## src/sv/rac_pkg.sv

```systemverilog
// rac_pkg: shared types and constants for the region average colour block
// holds request widths, conversion coefficients, register indexes and the
// command/status structs between controller and datapath; no dependencies
`default_nettype none

package rac_pkg;

    // request payload widths
    localparam int unsigned CHAN_W = 8;
    localparam int unsigned PIX_W  = 3 * CHAN_W;
    localparam int unsigned CFG_W  = 13;
    localparam int unsigned IDX_W  = 2;
    localparam int unsigned IVL_W  = 8;
    localparam int unsigned Q_W    = 8;
    localparam int unsigned STEP_W = 3;

    // register indexes
    localparam logic [IDX_W-1:0] REG_FRAME_WIDTH     = 2'd0;
    localparam logic [IDX_W-1:0] REG_FRAME_HEIGHT    = 2'd1;
    localparam logic [IDX_W-1:0] REG_SAMPLE_INTERVAL = 2'd2;

    // register reset values
    localparam logic [CFG_W-1:0] RST_FRAME_WIDTH     = 13'd640;
    localparam logic [CFG_W-1:0] RST_FRAME_HEIGHT    = 13'd480;
    localparam logic [IVL_W-1:0] RST_SAMPLE_INTERVAL = 8'd4;

    // conversion accumulator, 10 fractional bits
    localparam int unsigned ACC_W = 22;
    typedef logic signed [ACC_W-1:0] acc_t;

    localparam acc_t K_Y  = 22'sd1192;
    localparam acc_t K_RV = 22'sd1634;
    localparam acc_t K_GV = 22'sd833;
    localparam acc_t K_GU = 22'sd400;
    localparam acc_t K_BU = 22'sd2066;
    localparam acc_t OFS_Y = 22'sd16;
    localparam acc_t OFS_C = 22'sd128;

    typedef struct packed {
        logic in_ready;
        logic div_load;
        logic div_step;
        logic out_load;
    } rac_cmd_t;

    typedef struct packed {
        logic s1_sampled_end;
        logic next_sampled_end;
        logic out_valid;
    } rac_status_t;

endpackage

`default_nettype wire

```

## src/sv/rac_divider.sv

```systemverilog
// rac_divider: three-lane restoring divider, one quotient bit per step
// quotient is known to fit eight bits; a zero count gives zero; uses rac_pkg
`default_nettype none

module rac_divider #(
    parameter int unsigned CNT_W = 22
) (
    input  wire logic                      clk,
    input  wire logic                      rst_n,
    input  wire logic                      load,
    input  wire logic                      step,
    input  wire logic [CNT_W+7:0]          red_sum,
    input  wire logic [CNT_W+7:0]          green_sum,
    input  wire logic [CNT_W+7:0]          blue_sum,
    input  wire logic [CNT_W-1:0]          count,
    output logic      [rac_pkg::Q_W-1:0]   q_red,
    output logic      [rac_pkg::Q_W-1:0]   q_green,
    output logic      [rac_pkg::Q_W-1:0]   q_blue
);

    localparam int unsigned TW = CNT_W + 8;
    localparam int unsigned DW = CNT_W + rac_pkg::Q_W - 1;

    logic [TW-1:0]             rem_r_reg, rem_g_reg, rem_b_reg;
    logic [DW-1:0]             dsh_reg;
    logic [rac_pkg::Q_W-1:0]   quo_r_reg, quo_g_reg, quo_b_reg;
    logic                      zero_reg;

    logic ge_r, ge_g, ge_b;

    assign ge_r = rem_r_reg >= TW'(dsh_reg);
    assign ge_g = rem_g_reg >= TW'(dsh_reg);
    assign ge_b = rem_b_reg >= TW'(dsh_reg);

    always_ff @(posedge clk or negedge rst_n)
    begin
        if (!rst_n)
        begin
            zero_reg <= 1'b1;
        end
        else if (load)
        begin
            zero_reg <= (count == '0);
        end
    end

    always_ff @(posedge clk)
    begin
        if (load)
        begin
            rem_r_reg <= red_sum;
            rem_g_reg <= green_sum;
            rem_b_reg <= blue_sum;
            dsh_reg   <= {count, {(rac_pkg::Q_W-1){1'b0}}};
            quo_r_reg <= '0;
            quo_g_reg <= '0;
            quo_b_reg <= '0;
        end
        else if (step)
        begin
            if (ge_r)
            begin
                rem_r_reg <= rem_r_reg - TW'(dsh_reg);
            end
            if (ge_g)
            begin
                rem_g_reg <= rem_g_reg - TW'(dsh_reg);
            end
            if (ge_b)
            begin
                rem_b_reg <= rem_b_reg - TW'(dsh_reg);
            end
            quo_r_reg <= {quo_r_reg[rac_pkg::Q_W-2:0], ge_r};
            quo_g_reg <= {quo_g_reg[rac_pkg::Q_W-2:0], ge_g};
            quo_b_reg <= {quo_b_reg[rac_pkg::Q_W-2:0], ge_b};
            dsh_reg   <= dsh_reg >> 1;
        end
    end

    assign q_red   = zero_reg ? '0 : quo_r_reg;
    assign q_green = zero_reg ? '0 : quo_g_reg;
    assign q_blue  = zero_reg ? '0 : quo_b_reg;

endmodule

`default_nettype wire

```

## src/sv/rac_datapath.sv

```systemverilog
// rac_datapath: registers, position counters, colour conversion, sums,
// divider and output register; driven by rac_control, uses rac_pkg and rac_divider
`default_nettype none

module rac_datapath #(
    parameter int unsigned MAX_WIDTH      = 4096,
    parameter int unsigned MAX_HEIGHT     = 4096,
    parameter int unsigned REGION_DIVISOR = 8,
    parameter int unsigned CNT_W          = 22
) (
    input  wire logic                          clk,
    input  wire logic                          rst_n,
    input  wire logic                          cfg_wr_en,
    input  wire logic [rac_pkg::IDX_W-1:0]     cfg_index,
    input  wire logic [rac_pkg::CFG_W-1:0]     cfg_wdata,
    input  wire logic                          in_valid,
    input  wire logic [rac_pkg::PIX_W-1:0]     in_data,
    input  wire logic                          out_ready,
    output logic                               out_valid,
    output logic      [rac_pkg::PIX_W-1:0]     out_data,
    input  wire rac_pkg::rac_cmd_t             cmd,
    output rac_pkg::rac_status_t               st
);

    localparam int unsigned WW = $clog2(MAX_WIDTH + 1);
    localparam int unsigned CW = $clog2(MAX_WIDTH);
    localparam int unsigned HW = $clog2(MAX_HEIGHT + 1);
    localparam int unsigned RW = (MAX_HEIGHT > 1) ? $clog2(MAX_HEIGHT) : 1;
    localparam int unsigned TW = CNT_W + 8;
    localparam int unsigned PW = WW + 7;

    localparam logic [13:0] MAX_W14 = 14'(MAX_WIDTH);
    localparam logic [13:0] MAX_H14 = 14'(MAX_HEIGHT);

    // configuration
    logic [rac_pkg::CFG_W-1:0] frame_width_reg, frame_height_reg;
    logic [rac_pkg::IVL_W-1:0] sample_interval_reg;

    // position
    logic [CW-1:0]             col_reg;
    logic [RW-1:0]             row_reg;
    logic [rac_pkg::IVL_W-1:0] phase_reg;

    // conversion stage
    logic                      s1_add_reg, s1_end_reg, s1_send_reg;
    rac_pkg::acc_t             s1_red_reg, s1_green_reg, s1_blue_reg;

    // sums
    logic [TW-1:0]             red_total_reg, green_total_reg, blue_total_reg;
    logic [CNT_W-1:0]          count_reg;

    // result
    logic                      out_valid_reg;
    logic [rac_pkg::PIX_W-1:0] out_data_reg;

    logic [13:0]               fw_ext, fh_ext;
    logic [WW-1:0]             w_lim, col_inc;
    logic [HW-1:0]             h_lim, row_inc;
    logic [rac_pkg::IVL_W-1:0] ivl;
    logic [rac_pkg::IVL_W:0]   phase_inc;
    logic [rac_pkg::IVL_W-1:0] phase_next;
    logic                      row_end, frame_end, sampled, in_region, accept;
    rac_pkg::acc_t             y_s, u_s, v_s;
    logic [rac_pkg::CHAN_W-1:0] ch_red, ch_green, ch_blue;
    logic [TW-1:0]             red_sum, green_sum, blue_sum;
    logic [CNT_W-1:0]          count_sum;
    logic [rac_pkg::Q_W-1:0]   q_red, q_green, q_blue;

    function automatic logic [rac_pkg::CHAN_W-1:0] to_channel(input rac_pkg::acc_t acc);
        logic [rac_pkg::ACC_W-11:0] q;
        begin
            q = acc[rac_pkg::ACC_W-1:10];
            if (acc < 0)
            begin
                to_channel = '0;
            end
            else if (q > (rac_pkg::ACC_W-10)'(255))
            begin
                to_channel = 8'hFF;
            end
            else
            begin
                to_channel = q[rac_pkg::CHAN_W-1:0];
            end
        end
    endfunction

    // frame size limits: zero counts as one, large values saturate
    assign fw_ext = {1'b0, frame_width_reg};
    assign fh_ext = {1'b0, frame_height_reg};

    always_comb
    begin
        if (fw_ext == '0)
        begin
            w_lim = WW'(1);
        end
        else if (fw_ext > MAX_W14)
        begin
            w_lim = WW'(MAX_W14);
        end
        else
        begin
            w_lim = WW'(fw_ext);
        end

        if (fh_ext == '0)
        begin
            h_lim = HW'(1);
        end
        else if (fh_ext > MAX_H14)
        begin
            h_lim = HW'(MAX_H14);
        end
        else
        begin
            h_lim = HW'(fh_ext);
        end
    end

    assign ivl       = (sample_interval_reg == '0) ? rac_pkg::IVL_W'(1) : sample_interval_reg;
    assign col_inc   = WW'(col_reg) + WW'(1);
    assign row_inc   = HW'(row_reg) + HW'(1);
    assign row_end   = col_inc >= w_lim;
    assign frame_end = row_end && (row_inc >= h_lim);
    assign sampled   = (phase_reg == '0);
    // column < width / divisor, written without a divide
    assign in_region = (PW'(col_inc) * PW'(REGION_DIVISOR)) <= PW'(w_lim);
    assign phase_inc = {1'b0, phase_reg} + (rac_pkg::IVL_W+1)'(1);
    assign phase_next = (phase_inc >= {1'b0, ivl}) ? '0 : phase_inc[rac_pkg::IVL_W-1:0];
    assign accept    = in_valid && cmd.in_ready;

    assign y_s = rac_pkg::acc_t'($signed({1'b0, in_data[7:0]})) - rac_pkg::OFS_Y;
    assign u_s = rac_pkg::acc_t'($signed({1'b0, in_data[15:8]})) - rac_pkg::OFS_C;
    assign v_s = rac_pkg::acc_t'($signed({1'b0, in_data[23:16]})) - rac_pkg::OFS_C;

    always_ff @(posedge clk or negedge rst_n)
    begin
        if (!rst_n)
        begin
            frame_width_reg     <= rac_pkg::RST_FRAME_WIDTH;
            frame_height_reg    <= rac_pkg::RST_FRAME_HEIGHT;
            sample_interval_reg <= rac_pkg::RST_SAMPLE_INTERVAL;
        end
        else if (cfg_wr_en)
        begin
            case (cfg_index)
                rac_pkg::REG_FRAME_WIDTH:     frame_width_reg     <= cfg_wdata;
                rac_pkg::REG_FRAME_HEIGHT:    frame_height_reg    <= cfg_wdata;
                rac_pkg::REG_SAMPLE_INTERVAL:
                    sample_interval_reg <= cfg_wdata[rac_pkg::IVL_W-1:0];
                default: ;
            endcase
        end
    end

    always_ff @(posedge clk or negedge rst_n)
    begin
        if (!rst_n)
        begin
            col_reg     <= '0;
            row_reg     <= '0;
            phase_reg   <= '0;
            s1_add_reg  <= 1'b0;
            s1_end_reg  <= 1'b0;
            s1_send_reg <= 1'b0;
        end
        else
        begin
            s1_add_reg  <= accept && sampled && in_region;
            s1_end_reg  <= accept && frame_end;
            s1_send_reg <= accept && frame_end && sampled;
            if (accept)
            begin
                if (row_end)
                begin
                    col_reg <= '0;
                    if (frame_end)
                    begin
                        row_reg   <= '0;
                        phase_reg <= phase_next;
                    end
                    else
                    begin
                        row_reg <= row_inc[RW-1:0];
                    end
                end
                else
                begin
                    col_reg <= col_inc[CW-1:0];
                end
            end
        end
    end

    always_ff @(posedge clk)
    begin
        if (accept)
        begin
            s1_red_reg   <= rac_pkg::K_Y * y_s + rac_pkg::K_RV * v_s;
            s1_green_reg <= rac_pkg::K_Y * y_s - rac_pkg::K_GV * v_s - rac_pkg::K_GU * u_s;
            s1_blue_reg  <= rac_pkg::K_Y * y_s + rac_pkg::K_BU * u_s;
        end
    end

    // clamp and accumulate
    assign ch_red   = to_channel(s1_red_reg);
    assign ch_green = to_channel(s1_green_reg);
    assign ch_blue  = to_channel(s1_blue_reg);

    assign red_sum   = red_total_reg   + (s1_add_reg ? TW'(ch_red)   : '0);
    assign green_sum = green_total_reg + (s1_add_reg ? TW'(ch_green) : '0);
    assign blue_sum  = blue_total_reg  + (s1_add_reg ? TW'(ch_blue)  : '0);
    assign count_sum = count_reg + (s1_add_reg ? CNT_W'(1) : '0);

    always_ff @(posedge clk or negedge rst_n)
    begin
        if (!rst_n)
        begin
            red_total_reg   <= '0;
            green_total_reg <= '0;
            blue_total_reg  <= '0;
            count_reg       <= '0;
        end
        else if (s1_end_reg)
        begin
            red_total_reg   <= '0;
            green_total_reg <= '0;
            blue_total_reg  <= '0;
            count_reg       <= '0;
        end
        else if (s1_add_reg)
        begin
            red_total_reg   <= red_sum;
            green_total_reg <= green_sum;
            blue_total_reg  <= blue_sum;
            count_reg       <= count_sum;
        end
    end

    rac_divider #(
        .CNT_W (CNT_W)
    ) u_divider (
        .clk       (clk),
        .rst_n     (rst_n),
        .load      (cmd.div_load),
        .step      (cmd.div_step),
        .red_sum   (red_sum),
        .green_sum (green_sum),
        .blue_sum  (blue_sum),
        .count     (count_sum),
        .q_red     (q_red),
        .q_green   (q_green),
        .q_blue    (q_blue)
    );

    always_ff @(posedge clk or negedge rst_n)
    begin
        if (!rst_n)
        begin
            out_valid_reg <= 1'b0;
        end
        else if (cmd.out_load)
        begin
            out_valid_reg <= 1'b1;
        end
        else if (out_ready)
        begin
            out_valid_reg <= 1'b0;
        end
    end

    always_ff @(posedge clk)
    begin
        if (cmd.out_load)
        begin
            out_data_reg <= {q_blue, q_green, q_red};
        end
    end

    assign out_valid = out_valid_reg;
    assign out_data  = out_data_reg;

    assign st.s1_sampled_end   = s1_send_reg;
    assign st.next_sampled_end = frame_end && sampled;
    assign st.out_valid        = out_valid_reg;

endmodule

`default_nettype wire

```

## src/sv/rac_control.sv

```systemverilog
// rac_control: state machine that runs the end-of-frame division and
// gates input requests; commands rac_datapath through rac_pkg structs
`default_nettype none

module rac_control (
    input  wire logic                 clk,
    input  wire logic                 rst_n,
    input  wire rac_pkg::rac_status_t st,
    output rac_pkg::rac_cmd_t         cmd
);

    localparam logic [1:0] ST_IDLE = 2'd0;
    localparam logic [1:0] ST_DIV  = 2'd1;
    localparam logic [1:0] ST_LOAD = 2'd2;

    logic [1:0]                  state_reg, state_next;
    logic [rac_pkg::STEP_W-1:0]  step_reg, step_next;

    always_comb
    begin
        state_next   = state_reg;
        step_next    = step_reg;
        // the last pixel of a sampled frame waits until divider and output are free
        cmd.in_ready = !(st.next_sampled_end &&
                         ((state_reg != ST_IDLE) || st.s1_sampled_end || st.out_valid));
        cmd.div_load = 1'b0;
        cmd.div_step = 1'b0;
        cmd.out_load = 1'b0;
        case (state_reg)
            ST_IDLE:
            begin
                if (st.s1_sampled_end)
                begin
                    cmd.div_load = 1'b1;
                    step_next    = '1;
                    state_next   = ST_DIV;
                end
            end
            ST_DIV:
            begin
                cmd.div_step = 1'b1;
                if (step_reg == '0)
                begin
                    state_next = ST_LOAD;
                end
                else
                begin
                    step_next = step_reg - rac_pkg::STEP_W'(1);
                end
            end
            ST_LOAD:
            begin
                cmd.out_load = 1'b1;
                state_next   = ST_IDLE;
            end
            default:
            begin
                state_next = ST_IDLE;
            end
        endcase
    end

    always_ff @(posedge clk or negedge rst_n)
    begin
        if (!rst_n)
        begin
            state_reg <= ST_IDLE;
            step_reg  <= '0;
        end
        else
        begin
            state_reg <= state_next;
            step_reg  <= step_next;
        end
    end

endmodule

`default_nettype wire

```

## src/sv/region_average_color.sv

```systemverilog
// region_average_color: one pixel request per clock unless held off; the frame's result
// leaves the output register after its last pixel passes the conversion stage, the
// divider snapshot, 8 divider steps and the output load
// the last pixel of a sampled frame is held off while a division runs or a result waits
// reset: positions, frame phase and sums clear; width 640, height 480, interval 4
// depends on rac_pkg, rac_datapath, rac_control
`default_nettype none

module region_average_color #(
    parameter int unsigned MAX_WIDTH      = 4096,
    parameter int unsigned MAX_HEIGHT     = 4096,
    parameter int unsigned REGION_DIVISOR = 8
) (
    input  wire logic                         clk,
    input  wire logic                         rst_n,
    // configuration write port
    input  wire logic                         cfg_wr_en,
    input  wire logic [rac_pkg::IDX_W-1:0]    cfg_index,
    input  wire logic [rac_pkg::CFG_W-1:0]    cfg_wdata,
    // pixel requests in
    input  wire logic                         s_axis_tvalid,
    output logic                              s_axis_tready,
    input  wire logic [rac_pkg::PIX_W-1:0]    s_axis_tdata,  // luma, chroma_blue, chroma_red
    // averaged colour out
    output logic                              m_axis_tvalid,
    input  wire logic                         m_axis_tready,
    output logic      [rac_pkg::PIX_W-1:0]    m_axis_tdata   // avg_red, avg_green, avg_blue
);

    // sum counter covers every summed pixel of the largest frame
    localparam int unsigned REGION_MAX = (MAX_WIDTH / REGION_DIVISOR) * MAX_HEIGHT;
    localparam int unsigned CNT_W      = (REGION_MAX > 0) ? $clog2(REGION_MAX + 1) : 1;

    rac_pkg::rac_cmd_t    cmd;
    rac_pkg::rac_status_t st;

    // position tracking, conversion, sums, divider and output register
    rac_datapath #(
        .MAX_WIDTH      (MAX_WIDTH),
        .MAX_HEIGHT     (MAX_HEIGHT),
        .REGION_DIVISOR (REGION_DIVISOR),
        .CNT_W          (CNT_W)
    ) u_datapath (
        .clk       (clk),
        .rst_n     (rst_n),
        .cfg_wr_en (cfg_wr_en),
        .cfg_index (cfg_index),
        .cfg_wdata (cfg_wdata),
        .in_valid  (s_axis_tvalid),
        .in_data   (s_axis_tdata),
        .out_ready (m_axis_tready),
        .out_valid (m_axis_tvalid),
        .out_data  (m_axis_tdata),
        .cmd       (cmd),
        .st        (st)
    );

    // sequences the division and holds off the input when needed
    rac_control u_control (
        .clk   (clk),
        .rst_n (rst_n),
        .st    (st),
        .cmd   (cmd)
    );

    assign s_axis_tready = cmd.in_ready;

    // a sampled frame's last pixel is only taken with the output register empty
    assert property (@(posedge clk) disable iff (!rst_n)
        (s_axis_tvalid && s_axis_tready && st.next_sampled_end) |-> !m_axis_tvalid)
        else $error("frame end taken while a result is pending");

    // a new result never overwrites one that waits
    assert property (@(posedge clk) disable iff (!rst_n)
        cmd.out_load |-> !m_axis_tvalid)
        else $error("result overwritten");

    // loading the output register raises valid
    assert property (@(posedge clk) disable iff (!rst_n)
        cmd.out_load |=> m_axis_tvalid)
        else $error("result lost after load");

    // division only starts from a sampled frame end
    assert property (@(posedge clk) disable iff (!rst_n)
        cmd.div_load |-> st.s1_sampled_end)
        else $error("division started without frame end");

endmodule

`default_nettype wire

```

## config.mk

```make
export PLATFORM = sky130hd
export DESIGN_NAME = region_average_color
export DESIGN_NICKNAME = d
export VERILOG_FILES = /design/src/sv/rac_pkg.sv /design/src/sv/rac_divider.sv /design/src/sv/rac_datapath.sv /design/src/sv/rac_control.sv /design/src/sv/region_average_color.sv
export SDC_FILE = /design/constraint.sdc
export NUM_CORES = 1
export LEC_CHECK = 0
export BUFFER_PORTS_ARGS = -buffer_cell sky130_fd_sc_hd__buf_4
export CORE_MARGIN = 2
export CORE_UTILIZATION = 59
export DETAILED_ROUTE_END_ITERATION = 8
export GPL_TIMING_DRIVEN = 0
export HOLD_SLACK_MARGIN = 0.12
export PLACE_DENSITY_LB_ADDON = 0.1
export SYNTH_ARGS = -nofsm -noshare
export SYNTH_HDL_FRONTEND = slang
export SYNTH_HIERARCHICAL = 1
export SYNTH_SLANG_ARGS = --single-unit
```

## constraint.sdc

```tcl
create_clock -name clk -period 4.3 [get_ports clk]
set_input_delay 0.215 -clock clk [delete_from_list [all_inputs] [get_ports clk]]
set_output_delay 0.215 -clock clk [all_outputs]
set_load 0.02 [all_outputs]
```

* Word level (Yosys, flattened, before mapping) *
Cells that the tools add are included.

word-level totals
  register bits after elaboration = 421
  bits in latches = 0
  RAM bits = 0
  ROM bits = 0
  input port bits = 44
  output and inout bits = 26
  logic and storage cells = 160
  memories kept = 0

operators by class
  add/subtract/negate cells = 18
  multipliers = 5
  div/mod/pow operators = 0
  magnitude comparators = 15
  equal/unequal tests = 7
  shift-type cells = 0
  muxes and demuxes = 49
  bitwise operators = 0
  reduce and logical (&&, ||, !) cells = 37

operator list
  kind                                                            number
  2-to-1 mux 30 bit                                               15
  adder 30 bit                                                    3
  >= comparator 30 x 29 -> 1 bit                                  3
  subtractor 30 x 29 -> 30 bit                                    3
  2-to-1 mux 8 bit                                                11
  adder 22 bit                                                    3
  less-than comparator 22 x 1 -> 1 bit, second input constant     3
  2-to-1 mux 29 bit                                               2
  2-to-1 mux 13 bit                                               4
  2-to-1 mux 22 bit                                               2
  subtractor 22 bit                                               2
  greater-than comparator 12 x 8 -> 1 bit, second input constant  3
  logical NOT 14 bit                                              2
  adder 12 x 1 -> 13 bit, second input constant                   2
  >= comparator 13 bit                                            2
  greater-than comparator 13 bit, second input constant           2
  2-to-1 mux 12 bit                                               2
  logical NOT 22 bit                                              1
  multiplier 11 x 22 -> 21 bit, first input constant              1
  multiplier 11 x 22 -> 22 bit, first input constant              1
  multiplier 12 x 22 -> 21 bit, first input constant              1
  multiplier 6 x 22 -> 18 bit, first input constant               1
  multiplier 9 x 22 -> 19 bit, first input constant               1
  subtractor 8 x 8 -> 9 bit, second input constant                2
  23 further kinds                                                59

* Depth between registers and ports, before layout *
Gate-level depths: netlist of the first run.

  word-level depth = 11
  gate-level depth with buffers = 29
  depth with buffers taken out = 29

* Modules after synthesis *
Netlist of the first run, hierarchy kept.

modules (own cells, without submodules)
  module        instances  cells each  area an instance (µm²)  seq. area each (µm²)
  rac_datapath  1          2281        21595.7                 6364.9
  rac_divider   1          1296        11184.5                 4010.1
  rac_control   1          31          314.1                   125.1

* Worst setup path before layout of the first run *
No wires, ideal clock.

  kind = input to register
  start = input port s_axis_tdata[4] (netlist bit)
  end = register u_datapath.s1_green_reg[19] (data pin)
  data arrival time = 7.047 ns
  required time = 4.028 ns
  path slack = -3.019 ns
  stages on the path = 29
  path buffers = 1
  cell sequence = inv_1 ha_1 or3b_2 clkbuf_1 inv_1 ha_1 ha_1 fa_1 fa_1 ha_1 ha_1 nand3_1 o22ai_1 nor2_1 xnor2_1 inv_1 ha_1 inv_1 fa_1 inv_1 fa_1 inv_1 ha_1 and3_1 a221o_1 a22oi_1 nand2b_1 nor3b_1 or4_1

between the ends
  longest elaborated chain between the ends = 4

RTL lines
  what                            line                        RTL
  start, declared                 region_average_color.sv:23  input wire logic [rac_pkg::PIX_W-1:0] s_axis_tdata,
  subtractor 8 x 5 -> 9 bit       rac_datapath.sv:133         assign y_s = rac_pkg::acc_t'($signed({1'b0, in_data[7:0]})) - rac_pkg::OFS_Y;
  multiplier 9 x 22 -> 19 bit     rac_datapath.sv:201         s1_green_reg <= rac_pkg::K_Y * y_s - rac_pkg::K_GV * v_s - rac_pkg::K_GU * u_s;
  subtractor 22 bit (2 in a row)  rac_datapath.sv:201
  end signal, assigned            rac_datapath.sv:201
  end, declared                   rac_datapath.sv:46          rac_pkg::acc_t s1_red_reg, s1_green_reg, s1_blue_reg;

Every way passes these cells.
A chain may end at the register's enable or synchronous reset.

* Final worst setup path of the first run *
Same ends and word-level chain as after synthesis.

==> qor.yml, run 1 <==
drt:
  vias_per_cell: 6.00
  dr.pass1.iters: 6
  wl_mm: 93.6
  drt_iter0_drc: 2002
  postRouteAntennaNets: 0
  num_vias: 27700
  post_drt_wl_per_cell_um: 20.3
  drc: 0
synthesis:
  synth.most_common_cell: "ha_1"
  synth_top_area_share: 0.167
  synthCells: 3608
  synth-seq-cells: 391
  synth_top_flop_cell: "dfrtp_1"
  synth.largest_area_cell: "ha_1"
  synthArstFlopShare: 0.481
  syn_nets: 4167
  synth_edf_count: 172
  yosys_warnings: 6
  ys_top_cells_by_count: "ha_1 (443), nor2_1 (341), nand2_1 (295), inv_1 (280), a21oi_1 (187)"
  syn_avg_cell_area_um2: 9.17
  synth_seq_area_share: 0.317
  syn_area_mm2: 0.0331
  netlist-cell-type-count: 87
  yosys-top-cells-area: "ha_1 (17%), edfxtp_1 (16%), dfrtp_1 (14%)"
sta:
  rsz0062_at_grt: "true"
  setup_viol: 26
  fin_crit_ps: 6320
  slew_headroom: 0.207
  worstMarginPinSlew_ps: 1190
  setup-tns-final_ps: -25710
  setup_ws_ps: -2020
  hold_violations: 0
  clock_skew_ps: 28.0
  fmax_mhz: 158
  slew_violations: 0
  period_share: 1.47
clocking:
  cts.sinks: 391
  numCtsBuffers: 46
  clkLatencyLatePin_ps: 590
  tritoncts: "yes"
  clockBufferDepth: 3
  cts_root_buf: "clkbuf_16"
  path_clk_slew_ps: 60
  htreeDepth: 2
setup_path:
  worst_ep_arrival_time_ps: 6620
  cpPeakStageDelay_ps: 530
  cp-start-kind: "input port"
  end_kind: "flop"
  cp_common_cell: "ha_4"
  critPathMaxFanout: 4
  slowest_stage: "fa_1"
  cp_data_required_time_ps: 4600
  critPathKind: "input port to flop"
global_routing:
  grt_pass1_wl_mm: 145
  grt_max_degree: 107
  grt-ovfl-total: 0
  grt_pass1_vias: 27200
  antenna_found_initial: 1
  grt_usage: 0.319
finish:
  multi_input_area_mm2: 0.0224
  final_layout_size_suffix_gt1_frac: 0.132
  fin_nets: 4383
  ff_latch_area_mm2: 0.0105
  fill_cells: 4335
  fin_area_mm2: 0.0386
  syn_to_final_growth_pct: 16.6
floorplan:
  io_pins: 70
  core_area_mm2: 0.0553
  die_w_um: 241
  initial_utilization: 0.598
  num_rows: 86
  dieArea_mm2: 0.0580
  die_height_um: 241
placement:
  gp_congestion: 0.951
  place_area_mm2: 0.0350
  dp_hpwl_mm: 69.6
  post-place-ws_ps: -3170
  port_buffers: 69
power:
  ir_drop_mv: 2.38
  leakagePower_nw: 17.2
  powerDensity_mw_per_mm2: 680
run_status:
  violations: "negative setup slack"
  status: "complete, but fails checks"
job:
  maxCapViolCount: 0
worst_hold_path:
  hold_class: "input port to flop"
## layout by cell type (no fill, tap or decap), drive strengths merged, types with 13 or more instances in the layout
cell,instances
a211oi,29
a21o,75
a21oi,189
a22o,25
a31oi,21
and2,16
and3,63
and4,17
buf,174
clkbuf,169
clkinv,13
dfrtp,180
dfxtp,31
dlygate4sd3,19
edfxtp,172
fa,72
ha,443
inv,282
mux2,36
mux2i,53
nand2,295
nand2b,42
nand3,106
nand4,56
nor2,341
nor2b,56
nor3,52
nor4,21
o21a,33
o21ai,191
o21bai,27
o31ai,28
or2,15
or3,24
xnor2,165
xor2,168
## layer usage
metal	share of wire	global-route usage	vias up	routed length (um)
met5	0	0	-	0
met4	0.063	0.182	0	5880
met3	0.060	0.0444	235	5570
met2	0.47	0.537	836	44300
met1	0.40	0.395	13400	37800
li1	-	-	13200	-
## kinds of logic after synthesis
| group | synth area share |
|---|---|
| AND/OR/NAND/NOR | 0.166 |
| AO/OA/AOI/OAI | 0.141 |
| adder cells (fa/ha/maj) | 0.211 |
| buffers and inverters | 0.0481 |
| flip-flops | 0.317 |
| XOR/XNOR | 0.0881 |
| multiplexers | 0.0283 |
## final timing paths
kind                                                           startpoint                                        endpoint  slack (ps)  cells after the start
max in group asynchronous                                           rst_n      u_datapath/frame_height_reg[8]$_DFFE_PN1P_        3120                      3
setup / recovery                                          s_axis_tdata[4]           u_datapath/s1_green_reg[19]$_DFFE_PP_       -2020                     29
hold reg to reg            u_datapath/u_divider/quo_r_reg[7]$_SDFFE_PP0P_  u_datapath/u_divider/quo_r_reg[7]$_SDFFE_PP0P_         490                      2
setup reg to reg                       u_control/state_reg[0]$_DFFE_PN0P_     u_datapath/u_divider/rem_b_reg[9]$_DFFE_PP_          20                      8
hold / removal                                                  cfg_wr_en       u_datapath/frame_width_reg[1]$_DFFE_PN0P_         210                      3
min in group asynchronous                                           rst_n      u_datapath/green_total_reg[25]$_DFFE_PN0P_         220                      2
## where the power goes
group | internal [mW] | total [mW] | leakage, nW | switching, mW
combinational | 8.62 | 17.1 | 12.0 | 8.47
clock | 2.43 | 4.07 | 0.763 | 1.64
sequential | 4.86 | 5.05 | 4.41 | 0.187
## worst max-delay path, delay by kind of cell
family	cells	cell delay, ps
compound gates	3	730
xor+xnor	1	260
buf+inv	7	450
simple gates	7	1400
fa+ha+maj	11	3520
## metrics by stage
step	hold WS, ps	utilization	power [mW]	cells
floorplan	-80.6	-	14.7	3608
global placement	445	0.631	17.0	4425
detailed placement	285	0.634	17.3	4429
CTS	188	0.684	24.0	4576
global route	223	0.697	28.0	4608
finish	211	0.697	26.2	4609
## repair_timing
| action | 4_1_cts | 5_1_grt |
|---|---|---|
| buffers inserted | 48 | 35 |
| pin swaps | 47 | 53 |
| hold buffers | 19 | 0 |
| hold endpoints to repair | 117 | 0 |
| setup endpoints to repair | 168 | 103 |
| resized for setup | 127 | 91 |
## area by class of cell
type                       count  area share
inverter                     281      0.0284
clock buffer                  60      0.0336
multi-input combinational   2802       0.580
clock inverter                24     0.00704
tap                          748      0.0243
sequential                   391       0.272
buffer                       130      0.0144
timing repair buffer         172      0.0401
antenna                        1   0.0000649
No activity file was read; power rests on OpenSTA's default activity.
==> inputs of run 2 (changes only) <==
--- a/config.mk
+++ b/config.mk
@@ -8,9 +8,11 @@
 export BUFFER_PORTS_ARGS = -buffer_cell sky130_fd_sc_hd__buf_4
 export CORE_MARGIN = 2
 export CORE_UTILIZATION = 59
+export CTS_CLUSTER_DIAMETER = 40
 export DETAILED_ROUTE_END_ITERATION = 8
 export GPL_TIMING_DRIVEN = 0
 export HOLD_SLACK_MARGIN = 0.12
+export MAX_ROUTING_LAYER = met4
 export PLACE_DENSITY_LB_ADDON = 0.1
 export SYNTH_ARGS = -nofsm -noshare
 export SYNTH_HDL_FRONTEND = slang
==> run 2 against run 1 <==
- the run still ends with negative setup slack left
- utilization up 1.5 points
- worst hold slack worse by 29 ps
- wire length up 1.3%
- global-route usage up 1.8 points
- die area unchanged
- largest power group unchanged
- total power up 4.9%
- fmax up 0.78%
- largest cell class unchanged
- non-clock buffer count unchanged
- critical path type unchanged
- cell count up 1.1%
- via count up 0.46%
==> qor.yml, run 2 (synthesis results as in run 1) <==
run_status:
  status: "complete, but fails checks"
  violations: "negative setup slack"
drt:
  dr.pass1.iters: 5  # -1
  drt_iter0_drc: 1832  # -8.5%
  num_vias: 27800  # +0.46%
  wl_mm: 94.8  # +1.3%
  drc: 0  # unchanged
  postRouteAntennaNets: 0  # unchanged
  vias_per_cell: 5.96  # -0.62%
  post_drt_wl_per_cell_um: 20.4  # +0.22%
setup_path:
  slowest_stage: "fa_1"
  cp-start-kind: "input port"
  end_kind: "flop"
  crit_start: "s_axis_tdata[5]"
  critPathMaxFanout: 4  # unchanged
  critPathKind: "input port to flop"
  regToRegSetupSlack_ps: 140  # +120 ps
  worst_ep_arrival_time_ps: 6600  # -20 ps
  worstReg2RegEnd: "u_datapath/u_divider/rem_r_reg[28]$_DFFE_PP_"
  cp_data_required_time_ps: 4630  # +30 ps
  cp_common_cell: "ha_4"
  r2r_cells: 15  # +7
  r2r-start: "u_datapath/s1_red_reg[21]$_DFFE_PP_"
  cpPeakStageDelay_ps: 550  # +20 ps
power:
  switchingPower_mw: 10.9  # +5.4%
  internal_power_mw: 16.6  # +4.6%
  swShare: 0.395  # +0.00171
  combPwrFrac: 0.605  # -0.047
  seqPwrFrac: 0.184  # -0.009
  ir_drop_mv: 1.77  # -26%
  leakagePower_nw: 17.7  # +2.5%
  powerDensity_mw_per_mm2: 698  # +2.7%
  clockPowerShare: 0.211  # +0.056
sta:
  worstMarginPinSlew_ps: 1250  # +65.4 ps
  hold_violations: 0  # unchanged
  rsz0062_at_grt: "true"
  slew_violations: 0  # unchanged
  period_share: 1.46  # -0.0114
  fmax_mhz: 160  # +0.78%
  setup_ws_ps: -1970  # +48.9 ps
  slew_headroom: 0.164  # -0.0436
  fin_crit_ps: 6270  # -48.9 ps
  clock_skew_ps: 41.5  # +13.5 ps
  setup_viol: 25  # -3.8%
global_routing:
  grt_pass1_vias: 27700  # +2.0%
  grt_usage: 0.337  # +0.0181
  grt-ovfl-total: 0  # unchanged
  grt_max_degree: 97  # -9.3%
  antenna_found_initial: 2  # +1
  grt_pass1_wl_mm: 148  # +2.3%
placement:
  gp_congestion: 0.965  # +1.5%
  post-place-ws_ps: -3170  # +0.760 ps
  dp_hpwl_mm: 70.1  # +0.76%
  port_buffers: 69  # unchanged
finish:
  fin_util: 0.712  # +0.0150
  fin_nets: 4408  # +0.57%
  fill_cells: 4245  # -2.1%
  layout_commonest_cell: "ha_1"
  final_cell_mix: "ha_1 (400), nor2_1 (332), nand2_1 (292)"
  syn_to_final_growth_pct: 19.1
  final_layout_size_suffix_gt1_frac: 0.141  # +0.00835
clocking:
  cts_root_buf: "clkbuf_16"
  numCtsBuffers: 71  # +54%
  clkLatencyLatePin_ps: 630  # +40 ps
  tritoncts: "yes"
  cts.sinks: 391  # unchanged
  path_clk_slew_ps: 60  # about the same
  htreeDepth: 3  # +1
  clockBufferDepth: 3  # unchanged
floorplan:
  dieArea_mm2: 0.0580  # unchanged
  io_pins: 70  # unchanged
  initial_utilization: 0.598  # unchanged
  die_w_um: 241  # unchanged
  num_rows: 86  # unchanged
  core_area_mm2: 0.0553  # unchanged
  die_height_um: 241  # unchanged
worst_hold_path:
  hold_class: "input port to async pin"
job:
  maxCapViolCount: 0  # unchanged
-- run 2: cell count changes in the layout (fill, tap and decap cells not counted), moves of 4 or more --
cell       change
clkbuf_1       -4
clkbuf_16     +25
clkinv_1       +4
clkinv_2       -4
clkinv_4       +6
ha_2           +5
ha_4           -5
inv_6         +11
inv_8          +6
-- run 2: metrics by stage --
stage               hold WS (ps)  power, mW  std cells  TNS [ps]  cell area, um^2
floorplan                  -80.6       14.7       3608    -27000            33500
global placement             448       17.0       4425   -199570            34900
detailed placement           315       17.3       4429   -130340            35000
CTS                          225       26.2       4629    -26910            38800
global route                 287       29.4       4658    -27780            39400
finish                       182       27.5       4659    -23930            39400
-- run 2: layer usage --
layer,global-route usage,wire length [um],part of all wire
met4,0.176,4830,0.051
met1,0.408,39200,0.41
met2,0.555,45700,0.48
met3,0.0415,5100,0.054
met5,-,0,0
-- run 2: repair_timing --
item	in CTS	in global routing
hold buffers	21	0
endpoints found under the setup margin	187	78
gates resized for setup	130	77
pin swaps	74	41
endpoints found under the hold margin	127	0
setup buffers	61	33
-- run 2: power by group through the flow --
stage / Clock [mW] / Combinational (mW) / Sequential [mW]
global route: 6.04 / 18.2 / 5.09
floorplan: 0 / 9.64 / 5.06
global placement: 0 / 11.9 / 5.11
CTS: 5.87 / 15.2 / 5.05
detailed placement: 0 / 12.2 / 5.12
finish: 5.81 / 16.6 / 5.06
-- run 2: worst max path at each step --
stage | end | cells past startpoint
final | u_datapath/s1_green_reg[19]$_DFFE_PP_ | 29
after global routing | u_datapath/s1_green_reg[19]$_DFFE_PP_ | 29
after CTS | u_datapath/s1_green_reg[19]$_DFFE_PP_ | 29
after detailed placement | u_datapath/s1_green_reg[19]$_DFFE_PP_ | 30
after global placement | u_datapath/s1_green_reg[19]$_DFFE_PP_ | 30
after floorplan | u_datapath/s1_green_reg[19]$_DFFE_PP_ | 29
-- run 2: final cells by class --
class / instances / area [um^2] / share of cell area
tap: 748 / 936 / 0.0238
timing repair buffer: 172 / 1500 / 0.0382
inverter: 281 / 1100 / 0.0278
clock buffer: 81 / 1890 / 0.0479
buffer: 130 / 562 / 0.0143
clock inverter: 51 / 607 / 0.0154
antenna: 3 / 7.51 / 0.000191
multi-input combinational: 2802 / 22300 / 0.566
sequential: 391 / 10500 / 0.267
-- run 2: critical path: cells and delay by family --
kind | cells | cell delay (ps)
adder cells (fa/ha/maj) | 11 | 3550
AND/OR/NAND/NOR | 7 | 1400
buffers and inverters | 7 | 450
AO/OA/AOI/OAI | 3 | 720
XOR/XNOR | 1 | 270
